<file path="config.mk">
export PLATFORM = sky130hd
export DESIGN_NAME = hba_log2
export DESIGN_NICKNAME = d
export VERILOG_FILES = /design/src/rtl/hba_log2.sv
export SDC_FILE = /design/constraint.sdc
export NUM_CORES = 2
export LEC_CHECK = 0
export BUFFER_PORTS_ARGS = -buffer_cell sky130_fd_sc_hd__buf_2
export CAP_MARGIN = 30
export CORE_UTILIZATION = 35
export DETAILED_ROUTE_END_ITERATION = 8
export GPL_ROUTABILITY_DRIVEN = 0
export GPL_TIMING_DRIVEN = 0
export SYNTH_ARGS = -nofsm -noshare
export SYNTH_HDL_FRONTEND = slang
export SYNTH_SLANG_ARGS = --single-unit
</file>
<file path="constraint.sdc">
create_clock -name clk -period 9.6 [get_ports clk]
set_input_delay 2.4 -clock clk [delete_from_list [all_inputs] [get_ports clk]]
set_output_delay 2.4 -clock clk [all_outputs]
set_load 0.02 [all_outputs]
</file>
<file path="src/rtl/hba_log2.sv">
module hba_log2 (
  input  logic        clk,
  input  logic        rst,
  input  logic        go,
  input  logic [31:0] x,
  output logic        done,
  output logic [21:0] result
);

  typedef enum logic [3:0] {
    L_IDLE = 4'b0001,
    L_NORM = 4'b0010,
    L_SQR  = 4'b0100,
    L_DONE = 4'b1000
  } lstate_t;

  lstate_t     state;
  logic [31:0] m;
  logic [5:0]  msb;
  logic [15:0] frac;
  logic [4:0]  cnt;
  logic [63:0] sq;
  logic [32:0] sq_sh;

  assign sq    = {32'd0, m} * {32'd0, m};
  assign sq_sh = sq[63:31];
  assign done  = (state == L_DONE);
  assign result = {msb - 6'd16, frac};

  always_ff @(posedge clk) begin
    if (rst) begin
      state <= L_IDLE;
    end else begin
      case (state)
        L_IDLE: begin
          if (go) begin
            m <= x;
            msb <= 6'd31;
            state <= L_NORM;
          end
        end
        L_NORM: begin
          if (m[31] || msb == 6'd0) begin
            cnt <= 5'd0;
            frac <= 16'd0;
            state <= L_SQR;
          end else begin
            m <= {m[30:0], 1'b0};
            msb <= msb - 6'd1;
          end
        end
        L_SQR: begin
          frac <= {frac[14:0], sq_sh[32]};
          m <= sq_sh[32] ? sq_sh[32:1] : sq_sh[31:0];
          cnt <= cnt + 5'd1;
          if (cnt == 5'd15) begin
            state <= L_DONE;
          end
        end
        L_DONE: begin
          if (go) begin
            m <= x;
            msb <= 6'd31;
            state <= L_NORM;
          end else begin
            state <= L_IDLE;
          end
        end
        default: begin
          state <= L_IDLE;
        end
      endcase
    end
  end

endmodule

</file>
# Word-level counts from Yosys, hierarchy flattened
# Cells that the tools add are included.
[totals] ff_bits=63 input_bits=35 wordCells=46
[op_classes] add_sub_neg=3 multipliers=1 n_eq_ne=10 muxes=16 bitwise=1 reduce_logical=10
[ops] operator="$mux W32" n=3
[ops] operator="$pmux W32 S3" n=1
[ops] operator="$mul A32 B32 Y64" n=1
[ops] operator="$pmux W16 S2" n=1
[ops] operator="$mux W16" n=1
[ops] operator="$pmux W4 S4" n=1
[ops] operator="$mux W4" n=3
[ops] operator="$mux W6" n=2
[ops] operator="$pmux W6 S2" n=1
[ops] operator="$pmux W5 S2" n=1
[ops] operator="$ne A2 B2 Y1 const B" n=4
[ops] operator="$reduce_and A4 Y1" n=2
[ops] operator="$logic_not A6 Y1" n=1
[ops] operator="$reduce_and A3 Y1" n=2
[ops] operator="$sub A6 B1 Y6 const B" n=1
[ops] operator="$sub A6 B5 Y6 const B" n=1
[ops] operator="$add A5 B1 Y5 const B" n=1
[ops] operator="$eq A5 B4 Y1 const B" n=1
[ops] operator="$mux W5" n=1
[ops] operator="$eq A4 B1 Y1 const B" n=1
[ops] operator="$eq A4 B2 Y1 const B" n=1
[ops] operator="$eq A4 B3 Y1 const B" n=1
[ops] operator="$eq A4 B4 Y1 const B" n=1
[ops] operator="$reduce_bool A2 Y1" n=2
[ops] operator="other kinds (6)" n=6

# Depth between registers and ports, before layout
[depth] depth_word=4 depth_mapped=31

# Worst setup path after synthesis
# OpenSTA, ideal clock, no wires.
[synth_path] path_type="register -> register" from="register m[4]" to="register m[22], data pin" setup_ps=262 t_arrival_ps=7398 path_slack_ps=1940 path_stages_with_launch=28 path_buffers=2 path_cell_list="edfxtp_1 -> clkbuf_1 -> clkbuf_1 -> nand2_1 -> fa_1 -> inv_1 -> fa_1 -> inv_1 -> fa_1 -> fa_1 -> inv_1 -> fa_1 -> inv_1 -> fa_1 -> inv_1 -> fa_1 -> fa_1 -> ha_1 -> and3_1 -> a31o_2 -> o31a_1 -> o21bai_1 -> a211oi_2 -> o21ai_1 -> a221oi_1 -> xnor2_1 -> a222oi_1 -> nand2_1"
[synth_between] elab_chain_cells=3
[synth_lines] item="start: declaration" line_no="18" text="logic [31:0] m;"
[synth_lines] item="start signal: assignment" line_no="48" text="m <= {m[30:0], 1'b0};"
[synth_lines] item="start signal: assignment" line_no="54" text="m <= sq_sh[32] ? sq_sh[32:1] : sq_sh[31:0];"
[synth_lines] item="$mul A32 B32 Y64" line_no="25" text="assign sq = {32'd0, m} * {32'd0, m};"
[synth_lines] item="$mux W32" line_no="54"
[synth_lines] item="$pmux W32 S3" line_no="34" text="case (state)"
# Every way passes these cells.
# A chain may end at the register's enable or synchronous reset.

# Final worst setup path
[layout_path] from="register m[15]" to="register m[23], data pin"
# The elaborated chain is that of the path after synthesis.

==> out/metrics.csv <==
metric,value,unit
top area cells in the synthesized netlist,"sky130_fd_sc_hd__fa_1 49%, sky130_fd_sc_hd__ha_1 12%, sky130_fd_sc_hd__inv_1 11%, sky130_fd_sc_hd__edfxtp_1 5.5%, sky130_fd_sc_hd__and2_1 4.7%",
Die H,306,um
post-synth net total,4552,
register bit total from synthesis,63,
combined global-route utilization of all metal layers,0.236,
number of vias per cell after detailed routing,5.09,
count of flip-flops with a built-in enable after synthesis,59,
via count of the first global-routing pass,25900,
Total Die Area,93500,um2
core area,91500,um2
global-route wire length before repair,162000,um
first-iteration detailed-routing DRC count,1976,
post-route DRC violation count,0,
outcome,completed,
RSZ-0062 raised after global routing,false,
proportion of register bits with asynchronous set or reset after synthesis,0,
CTS root buffer,sky130_fd_sc_hd__clkbuf_16,
Layout area overhead,8.75,%
fraction of layout cells with a size suffix above 1,0.0624,
fraction of post-synthesis cell area in the top cell type by area,0.490,
Required @ worst endpoint,9680,ps
"area leader, netlist",sky130_fd_sc_hd__fa_1,
fraction of the cycle the final worst path needs,0.989,
cts-stage hold buffer count,0,
path category of the worst min-delay check,reg -> reg,
initial core utilization,0.353,
clock network latency to the later pin of the worst-skew pair,340,ps
worst endpoint data arrival time,9580,ps
category of the most critical setup path,reg -> reg,
post-layout min period,9500,ps
final antenna-violating net count,0,
Yosys warning count,0,
mapped cell area,32300,um2
number of detailed-route iterations in the first pass,6,
largest net degree at the start of global routing,20,
critical-path maximum fanout,10,
Pins Over Slew Limit,0,
nature of the critical path endpoint,register,
post-placement worst setup slack,-590,ps
wire length per cell after detailed routing,22.7,um
Top Ports,58,
H-tree levels,3,
worst slew margin relative to its limit,0.262,
sequential fraction of the synthesis area,0.0573,
commonest cells in the netlist,"985 x sky130_fd_sc_hd__inv_1, 791 x sky130_fd_sc_hd__fa_1, 320 x sky130_fd_sc_hd__nand2_1, 304 x sky130_fd_sc_hd__ha_1, 242 x sky130_fd_sc_hd__and2_1",
instance count after placement with tap cells included,4701,
minimum setup slack in the final design,102,ps
Unique masters post-synth,68,
Final Hold Vio Count,0,
maximum clock path buffer count,2,
PortBufs,57,
fin nets,4664,
non-filler instance count after layout,4735,
overflow left after global routing,0,
total length of routed wires,107000,um
hpwl dp,91200,um
Via Count,24100,
final setup violating endpoints,0,
cts bufs inserted,9,
cell with the most instances after synthesis,sky130_fd_sc_hd__inv_1,
transition time at the pin with the least slew margin,1100,ps
clock tree from TritonCTS,built,
final clock skew,5.20,ps
number of sinks on the clock net,63,
"Primary FF master, synth",sky130_fd_sc_hd__edfxtp_1,
CP Launch Type,register,
standard-cell row count,111,
average cell area after synthesis,9.44,um2
# Max-Cap Violations,0,
timing-limited maximum frequency,0.105,GHz
horizontal die dimension,306,um
antenna violations before repair,14,
synthesized instance count,3422,
clock slew seen by the registers of the worst setup and hold paths,60,ps
## cell usage in the layout (no fill, tap or decap), drive strengths merged, types with 4 or more instances in the layout
master	Yosys	routed
a211oi	12	12
a21o	28	28
a21oi	83	83
a221oi	6	6
a222oi	7	7
a22oi	21	21
a31o	13	13
a31oi	7	7
a41oi	5	5
and2	242	242
and3	9	9
buf	17	123
clkbuf	125	129
dfxtp	4	4
diode	0	10
edfxtp	59	59
fa	791	791
ha	304	304
inv	987	989
mux2i	17	17
nand2	320	320
nand2b	5	5
nand3	13	13
nand4	14	14
nor2	83	83
nor2b	7	7
nor3	10	10
nor3b	4	4
nor4	6	6
o211ai	8	8
o21a	5	5
o21ai	68	68
o21bai	16	16
o31ai	6	6
or2	6	6
xnor2	50	50
xor2	36	36
## per-layer routing
metal,track usage,up-vias,wire [um]
met1,0.297,12300,41000
met3,0.0562,298,10500
met4,0.120,6,6240
met5,0,-,31
met2,0.379,1107,49700
li1,-,10300,-
## critical path, cell delays in order, from the launching register on
cell,delay (ps)
sky130_fd_sc_hd__edfxtp_1,590
sky130_fd_sc_hd__buf_2,530
sky130_fd_sc_hd__clkbuf_1,200
sky130_fd_sc_hd__buf_8,190
sky130_fd_sc_hd__nand2_1,100
sky130_fd_sc_hd__fa_1,530
sky130_fd_sc_hd__inv_1,110
sky130_fd_sc_hd__fa_1,530
sky130_fd_sc_hd__inv_1,60
sky130_fd_sc_hd__fa_1,480
sky130_fd_sc_hd__fa_1,550
sky130_fd_sc_hd__inv_1,60
sky130_fd_sc_hd__fa_1,490
sky130_fd_sc_hd__inv_1,50
sky130_fd_sc_hd__fa_1,530
sky130_fd_sc_hd__inv_1,50
sky130_fd_sc_hd__fa_1,500
sky130_fd_sc_hd__fa_1,420
sky130_fd_sc_hd__ha_1,360
sky130_fd_sc_hd__and3_1,240
sky130_fd_sc_hd__o21ai_1,560
sky130_fd_sc_hd__o21bai_1,190
sky130_fd_sc_hd__a211oi_2,590
sky130_fd_sc_hd__o21ai_1,250
sky130_fd_sc_hd__a221oi_1,440
sky130_fd_sc_hd__xnor2_1,160
sky130_fd_sc_hd__a222oi_1,290
sky130_fd_sc_hd__o21ai_0,140
## cell type report
cell class | instances | area, um2
diodes | 10 | 25.0
well taps | 1186 | 1480
clock inverters | 7 | 78.8
fillers | 9207 | 56400
plain buffers | 140 | 638
clock buffers | 9 | 225
inverters | 988 | 3710
flip-flops and latches | 63 | 1850
multi-input cells | 2229 | 26200
repair buffers | 103 | 897
## logic make-up (layout without fill, tap and decap cells)
logic type                 after synthesis  count (layout)  share of synthesized area
AOI/OAI and AO/OA                      301             301                     0.0619
muxes                                   20              20                    0.00631
and+or+nand+nor                        727             727                      0.110
xor gates and xnor gates                86              86                     0.0236
DFF                                     63              63                     0.0573
other                                    0              10                          0
buffers and inverters                 1130            1247                      0.133
adders and majority gates             1095            1095                      0.608
## through the flow
stage / util / hold WS, ps / area (um2) / setup TNS (ps)
floorplan: - / 561 / 32300 / 0
global placement: 0.372 / 524 / 34100 / -20570
detailed placement: 0.378 / 535 / 34600 / -11880
CTS: 0.382 / 552 / 35000 / 0
global route: 0.384 / 567 / 35100 / 0
finish: 0.384 / 548 / 35100 / 0
## sequential cells by signal, summed over array words and instances, names as in the netlist
name and flops:
cnt 5, frac 16, m 32, msb 6, state 4
## worst paths after layout
check / startpoint / to / slack (ps) / depth (start not counted)
min reg2reg: frac[14]$_SDFFCE_PN0P_ / frac[15]$_SDFFCE_PN0P_ / 550 / 1
max reg2reg: m[15]$_DFFE_PP_ / m[23]$_DFFE_PP_ / 100 / 27
min: frac[14]$_SDFFCE_PN0P_ / frac[15]$_SDFFCE_PN0P_ / 550 / 1
max: m[15]$_DFFE_PP_ / m[23]$_DFFE_PP_ / 100 / 27
## repair_timing
action,4_1_cts,5_1_grt
buffers inserted,0,9
endpoints found under the setup margin,33,32
gates cloned,0,0
gates resized for setup,26,50
Power is not shown: default switching activity piles up to over one toggle a cycle in this logic, so the estimate is an artifact.
