--- src/rtl/hba_divider.sv ---
module hba_divider (
  input  logic        clk,
  input  logic        rst,
  input  logic        go,
  input  logic [33:0] num,
  input  logic [30:0] den,
  output logic        done,
  output logic [33:0] quot,
  output logic        rem_nz
);

  logic        busy;
  logic [5:0]  cnt;
  logic [33:0] q;
  logic [31:0] r;
  logic [32:0] trial;

  assign trial  = {r, q[33]} - {2'b0, den};
  assign quot   = q;
  assign rem_nz = (r != 32'd0);

  always_ff @(posedge clk) begin
    if (rst) begin
      busy <= 1'b0;
      done <= 1'b0;
    end else begin
      done <= 1'b0;
      if (go) begin
        busy <= 1'b1;
        q <= num;
        r <= 32'd0;
        cnt <= 6'd0;
      end else if (busy) begin
        if (trial[32]) begin
          r <= {r[30:0], q[33]};
          q <= {q[32:0], 1'b0};
        end else begin
          r <= trial[31:0];
          q <= {q[32:0], 1'b1};
        end
        cnt <= cnt + 6'd1;
        if (cnt == 6'd33) begin
          busy <= 1'b0;
          done <= 1'b1;
        end
      end
    end
  end

endmodule

--- config.mk ---
export PLATFORM = sky130hd
export DESIGN_NAME = hba_divider
export DESIGN_NICKNAME = d
export VERILOG_FILES = /design/src/rtl/hba_divider.sv
export SDC_FILE = /design/constraint.sdc
export NUM_CORES = 1
export LEC_CHECK = 0
export BUFFER_PORTS_ARGS = -buffer_cell sky130_fd_sc_hd__buf_2
export CORE_MARGIN = 5
export CORE_UTILIZATION = 59
export DETAILED_ROUTE_END_ITERATION = 10
export GPL_TIMING_DRIVEN = 0
export HOLD_SLACK_MARGIN = 0.03
export PLACE_DENSITY_LB_ADDON = 0.2
export SKIP_CTS_REPAIR_TIMING = 1
export SLEW_MARGIN = 15
export SYNTH_ARGS = -nofsm -noshare
export SYNTH_HDL_FRONTEND = slang
export SYNTH_SLANG_ARGS = --single-unit
--- constraint.sdc ---
create_clock -name clk -period 13.6 [get_ports clk]
set_input_delay 1.36 -clock clk [delete_from_list [all_inputs] [get_ports clk]]
set_output_delay 1.36 -clock clk [all_outputs]
set_load 0.005 [all_outputs]
[After elaboration in Yosys (flattened, before gate mapping)]
Index checks and enable logic that the tools add are counted.
Operators by class
  add/sub/neg operators: 2
  equal/unequal tests: 1
  mux-type cells: 10
  bitwise operators: 2
  reduce and logical (&&, ||, !) cells: 4
Operator list (number)
  $mux 34: 2
  $mux 32: 2
  $sub 33x31->33: 1
  $reduce_bool 32->1: 1
  $add 6x1->6 const B: 1
  $eq 6x6->1 const B: 1
  $mux 6: 1
  $mux 1: 5
  $reduce_or 3->1: 1
  $not 1->1: 2
  $reduce_and 2->1: 1
  $reduce_bool 2->1: 1
Word-level totals
  flip-flop bits (word level): 74
  bits of input ports: 68
  logic and storage cells: 24

[Longest topological paths before layout]
Gate-level depths: netlist of run 1.
  depth in word-level cells: 4
  depth in mapped cells: 15
  gate-level depth less buffers: 13

[Least setup slack after synthesis of run 1]
Ideal clock, no wire load.
  path type: input -> register
  from: input port go
  to: register cnt[0], enable pin
  library setup time: 0.503 ns
  data arrival time: 4.711 ns
  data required time: 13.097 ns
  setup slack: 8.386 ns
  cell stages on the path: 3
  path buffers: 1
  path through: clkbuf_1 -> nor2_1 -> nor2_1
On the way
  longest elaborated chain between the ends: 2
RTL lines
  start, declared: line 4  | input logic go,
  $reduce_bool 2->1 (no line)
  $reduce_and 2->1 (no line)
  end signal, assigned: line 41  | cnt <= cnt + 6'd1;
  end, declared: line 13  | logic [5:0] cnt;
No other way between the ends.
A chain may end at the register's enable or synchronous reset.

[Worst setup path in the final report of run 1]
  from: input port den[0]
  to: register r[17], data pin
On the way
  longest elaborated chain between the ends: 3
RTL lines
  start, declared: line 6  | input logic [30:0] den,
  $sub 33x31->33: line 18  | assign trial = {r, q[33]} - {2'b0, den};
  $mux 32: line 34  | if (trial[32]) begin
  $mux 32: line 33  | end else if (busy) begin
  end signal, assigned: line 35  | r <= {r[30:0], q[33]};
  end signal, assigned: line 38  | r <= trial[31:0];
  end, declared: line 15  | logic [31:0] r;
No other way between the ends. The select of a mux whose other input is x is not followed.

==> results of run 1 <==
==> Yosys cell counts, types with 2 or more instances <==
library cell / n / area, um2
nor2_1: 26 / 97.6
nor3_1: 3 / 15.0
a21o_1: 15 / 113
a21oi_1: 42 / 210
nand2_1: 58 / 218
mux2_2: 33 / 372
o211ai_1: 2 / 15.0
xnor2_1: 19 / 166
nor4b_1: 2 / 17.5
a211oi_1: 5 / 37.5
nand2b_1: 3 / 18.8
nand3_1: 12 / 60.1
o21a_1: 7 / 52.6
a31o_2: 3 / 26.3
o21ai_0: 16 / 80.1
dfxtp_1: 2 / 40.0
or3_1: 4 / 25.0
ha_1: 33 / 413
o31a_1: 2 / 17.5
inv_1: 40 / 150
edfxtp_1: 72 / 2160
clkbuf_1: 13 / 48.8
buf_2: 5 / 25.0
nor2b_1: 6 / 37.5
nor4_1: 9 / 56.3
nand4_1: 8 / 50.1
a31oi_1: 6 / 37.5
or2_2: 2 / 12.5
xor2_1: 9 / 78.8
o31ai_1: 4 / 30.0
and2_1: 7 / 43.8
==> where the power goes <==
group	internal [W]	switching, W	total [W]
logic	0.0000898	0.000111	0.000200
registers	0.000276	0.0000137	0.000290
clock network	0.0000851	0.0000866	0.000172
==> critical path: stages <==
cell and delay, ps:
buf_2 100, ha_1 220, fa_1 400, and2b_1 240
o2111ai_1 150, a31oi_2 320, a21oi_2 130, o31a_4 380
o21ai_2 200, a311oi_2 190, nor2_1 610, buf_2 370
nand2_1 90, a21oi_1 150
==> state kept, by name, indices dropped and copies added (netlist names) <==
signal / cells
busy: 1
cnt: 6
quot: 34
done: 1
r: 32
==> through the flow <==
stage	std cells	area [um2]
final	718	5890
after global routing	718	5890
after global placement	699	5610
after detailed placement	702	5700
after CTS	718	5890
after floorplan	492	4960
==> cells by family after synthesis <==
group | Yosys count
AOI/OAI and AO/OA | 116
xor gates and xnor gates | 28
adders and majority gates | 34
buffers and inverters | 58
DFF | 74
muxes | 35
and+or+nand+nor | 147
==> final cells by class <==
type	count	area (um2)	area share (%)
clock buffer	10	128	2.17
tap	105	131	2.23
inverter	40	150	2.55
clock inverter	6	67.6	1.15
sequential	74	2200	37.4
multi-input combinational	360	2540	43.2
buffer	18	73.8	1.25
timing repair buffer	105	593	10.1
==> worst paths after layout <==
kind              endpoint  slack, ps  cells past startpoint
setup / recovery     r[17]       8870                     14
hold reg to reg       done        480                      1
setup reg to reg     r[17]       9580                     14
hold / removal        done        480                      1
==> per-layer routing <==
| layer | vias up | wire, um | global-route usage, % |
|---|---|---|---|
| li1 | 2038 | - | - |
| met1 | 1943 | 4840 | 30.5 |
| met2 | 157 | 5600 | 38.6 |
| met3 | 14 | 961 | 6.68 |
| met4 | 0 | 171 | 7.16 |
| met5 | - | 0 | 0 |
==> impl_metrics.env, run 1 <==
export IMPL_die_x_um=102
export IMPL_synthMuxAreaShare_pct=7.92
export IMPL_dieArea_um2=10300
export IMPL_grt_max_degree=24
export IMPL_antenna_found_initial=0
export IMPL_run_status="finished, final reports clean"
export IMPL_hold_slack_ps=484
export IMPL_wirelength_um=11600
export IMPL_diodes=0
export IMPL_wl_per_cell_um=16.1
export IMPL_setup_viol=0
export IMPL_cts_tree="yes"
export IMPL_htreeDepth=3
export IMPL_setup_slack_ps=8870
export IMPL_slew_headroom_pct=50.3
export IMPL_synthesis_nets=594
export IMPL_postSynthCellCount=492
export IMPL_synthSimpleGateAreaFrac_pct=14.2
export IMPL_async_reset_ff_share_pct=0
export IMPL_avgSynthCellArea_um2=10.1
export IMPL_yosysUniqueCellTypes=55
export IMPL_synth_xor_area_share_pct=4.94
export IMPL_critPathKind="input pin to flip-flop"
export IMPL_hp_class="flip-flop to flip-flop"
export IMPL_layout_commonest_cell="buf_2"
export IMPL_grt_pass1_vias=4167
export IMPL_rsz0062_at_grt="no"
export IMPL_ys_seq_area_share_pct=44.4
export IMPL_cts_buffer_depth=2
export IMPL_clk_latency_ps=350
export IMPL_fin_skew_ps=17.4
export IMPL_grt_pass1_wl_um=19300
export IMPL_max_freq_mhz=211
export IMPL_via_per_inst=5.78
export IMPL_final_net_count=710
export IMPL_syn_area_um2=4960
export IMPL_rows=33
export IMPL_crit_required_ps=13780
export IMPL_io_pins=104
export IMPL_dr_total_vias=4152
export IMPL_drc_errors=0
export IMPL_worstMarginPinSlew_ps=743
export IMPL_postRouteAntennaNets=0
export IMPL_synth_top_family_by_area="compound AO/OA/AOI/OAI gates"
export IMPL_final_cell_mix="buf_2, edfxtp_1, nand2_1"
export IMPL_finalSetupTns_ps=0
export IMPL_synth_compound_area_share_pct=15.3
export IMPL_syn_to_final_growth_pct=18.7
export IMPL_synth_warnings=0
export IMPL_hpwl_um=8850
export IMPL_finalCriticalPeriod_ps=4730
export IMPL_peakVddDrop_uv=74.6
export IMPL_p_leak_nw=2.57
export IMPL_coreArea_um2=8220
export IMPL_critPathLaunch="den[0]"
export IMPL_cts_root_buf="clkbuf_8"
export IMPL_drt_iter0_drc=212
export IMPL_n_fill_cell=645
export IMPL_p_total_w=0.000662
export IMPL_cp_end_kind="flip-flop"
export IMPL_grt_overflow_total=0
export IMPL_worstReg2RegStart="quot[33]"
export IMPL_die_h_um=102
export IMPL_synth_edf_count=72
export IMPL_p_per_area_nw_per_um2=112
export IMPL_io_buffer_count=102
export IMPL_synth_flop_cell="edfxtp_1"
export IMPL_startpoint_type="input pin"
export IMPL_max_cap_violations=0
export IMPL_groute_usage_overall_pct=23.6
export IMPL_critical_path_max_fanout=10
export IMPL_drt_first_pass_iters=5
export IMPL_cts_sinks=74
export IMPL_cp_data_arrival_time_ps=4920
export IMPL_hold_viol=0
export IMPL_period_share_pct=34.8
export IMPL_post_place_ws_ps=8550
export IMPL_synth_adder_area_share_pct=8.72
export IMPL_gp_congestion=0.917
export IMPL_initial_core_util_pct=60.4
export IMPL_cts_made_buffers=9
export IMPL_path_clk_slew_ps=80
export IMPL_drv_slew=0
export IMPL_final_util_pct=71.7
export IMPL_ys_ff_latch=74
export IMPL_layout_drive_gt1_share_pct=27.6
export IMPL_holdCritStartpoint="busy"
No activity file was read; power rests on OpenSTA's default activity.
==> run 2: changes to the inputs <==
- CORE_UTILIZATION: 59 -> 50
- clock period: 13.6 -> 3.99 ns (I/O delays scaled with it)
==> run 2 against run 1 <==
  * First-iteration DRC count fell by 3.3%
  * Die area rose by 16%
  * Sequential cell count did not move
  * Largest cell class unchanged
  * Final cell count rose by 4.3%
  * Critical path depth did not move
  * Sequential power rose to 3.4 times the previous value
  * Combinational power rose to 3.5 times the previous value
  * Global-route usage fell by 3.8 points
  * Critical path type is now flip-flop to flip-flop
  * Final area rose by 1.3%
  * Critical endpoint is now r[24]
==> impl_metrics.env, run 2 (synthesized netlist as in run 1, its figures left out) <==
export IMPL_run_status="finished, final reports clean"
export IMPL_setup_slack_ps=158
export IMPL_drt_first_pass_iters=7
export IMPL_rows=36
export IMPL_grt_max_degree=30
export IMPL_hp_class="input pin to flip-flop"
export IMPL_finalCriticalPeriod_ps=3830
export IMPL_postRouteAntennaNets=0
export IMPL_die_x_um=110
export IMPL_gp_congestion=0.884
export IMPL_final_cell_mix="buf_2, edfxtp_1, nand2_1"
export IMPL_cp_data_arrival_time_ps=4050
export IMPL_setup_viol=0
export IMPL_layout_drive_gt1_share_pct=28.2
export IMPL_max_cap_violations=0
export IMPL_groute_usage_overall_pct=19.8
export IMPL_grt_pass1_wl_um=18900
export IMPL_coreArea_um2=9730
export IMPL_crit_required_ps=4210
export IMPL_final_net_count=713
export IMPL_via_per_inst=5.51
export IMPL_cts_sinks=74
export IMPL_htreeDepth=3
export IMPL_drt_iter0_drc=205
export IMPL_path_clk_slew_ps=100
export IMPL_startpoint_type="flip-flop"
export IMPL_dieArea_um2=12000
export IMPL_max_freq_mhz=261
export IMPL_drv_slew=0
export IMPL_wirelength_um=11700
export IMPL_cts_root_buf="clkbuf_8"
export IMPL_p_leak_nw=2.59
export IMPL_diodes=0
export IMPL_antenna_found_initial=0
export IMPL_hold_viol=0
export IMPL_grt_overflow_total=0
export IMPL_dr_total_vias=4127
export IMPL_cts_made_buffers=9
export IMPL_peakVddDrop_uv=352
export IMPL_initial_core_util_pct=51.0
export IMPL_critical_path_max_fanout=6
export IMPL_largest_reg_flops=34
export IMPL_holdPathStages=2
export IMPL_wl_per_cell_um=15.7
export IMPL_post_place_ws_ps=-135
export IMPL_hpwl_um=8940
export IMPL_worstMarginPinSlew_ps=608
export IMPL_layout_commonest_cell="buf_2"
export IMPL_syn_to_final_growth_pct=20.2
export IMPL_drc_errors=0
export IMPL_cp_end_kind="flip-flop"
export IMPL_rsz0062_at_grt="no"
export IMPL_critPathKind="flip-flop to flip-flop"
export IMPL_die_h_um=110
export IMPL_slew_headroom_pct=59.5
export IMPL_crit_chain="inv_1 -> ha_1 -> fa_1 -> and2b_1 -> o2111ai_1 -> a31oi_2 -> a21oi_2 -> o31a_4 -> o21ai_4 -> a311oi_4 -> or2_1 -> clkbuf_1 -> or4_1 -> a21oi_1"
export IMPL_fin_skew_ps=14.8
export IMPL_n_fill_cell=848
export IMPL_period_share_pct=96.0
export IMPL_cts_tree="yes"
export IMPL_grt_pass1_vias=4164
export IMPL_rr_worst_depth=14
export IMPL_crit_path_top_delay_cell="or4_1"
export IMPL_max_stage_delay_ps=530
export IMPL_clk_latency_ps=360
export IMPL_cts_buffer_depth=2
export IMPL_hold_slack_ps=254
export IMPL_io_pins=104
export IMPL_p_per_area_nw_per_um2=387
export IMPL_io_buffer_count=102
[run 2: metal layers]
metal	vias to the layer above	track usage [%]	wire length, um
met5	-	0	0
met4	0	6.23	195
met3	22	4.46	668
met2	106	33.2	5670
met1	1961	25.4	5200
li1	2038	-	-
[run 2: worst paths after layout]
check	start	end	slack (ps)
setup / recovery	quot[33]	r[24]	160
hold / removal	rst	done	250
setup reg to reg	quot[33]	r[24]	160
hold reg to reg	busy	done	480
[run 2: report_power, final]
group | internal (W) | leakage [nW] | switching [W]
sequential | 0.000941 | 0.713 | 0.0000462
clock | 0.000301 | 0.103 | 0.000329
combinational | 0.000312 | 1.77 | 0.000380
total | 0.00155 | 2.59 | 0.000755
[run 2: area by class of cell]
type,count,area (um2),area share (%)
tap,133,166,2.79
inverter,40,150,2.52
buffer,18,76.3,1.28
sequential,74,2200,36.9
clock inverter,7,83.8,1.41
clock buffer,9,124,2.08
timing repair buffer,108,596,9.99
multi-input combinational,360,2570,43.0
[run 2: through the flow]
stage	std cells	util (%)	instance area [um2]	TNS (ps)	total power, W
2_1_floorplan	492	-	4970	0	0.00149
3_3_place_gp	727	58.0	5640	-8490	0.00166
3_5_place_dp	730	58.7	5710	-2010	0.00168
4_1_cts	746	60.8	5920	-249	0.00231
5_1_grt	749	61.3	5960	0	0.00244
6_report	749	61.3	5960	0	0.00231
[run 2: critical path, delay by kind of cell (launching register included)]
family | cells | cell delay, ps
compound gates | 7 | 1510
simple gates | 3 | 1020
fa+ha+maj | 2 | 600
flops | 1 | 350
buf+inv | 2 | 200
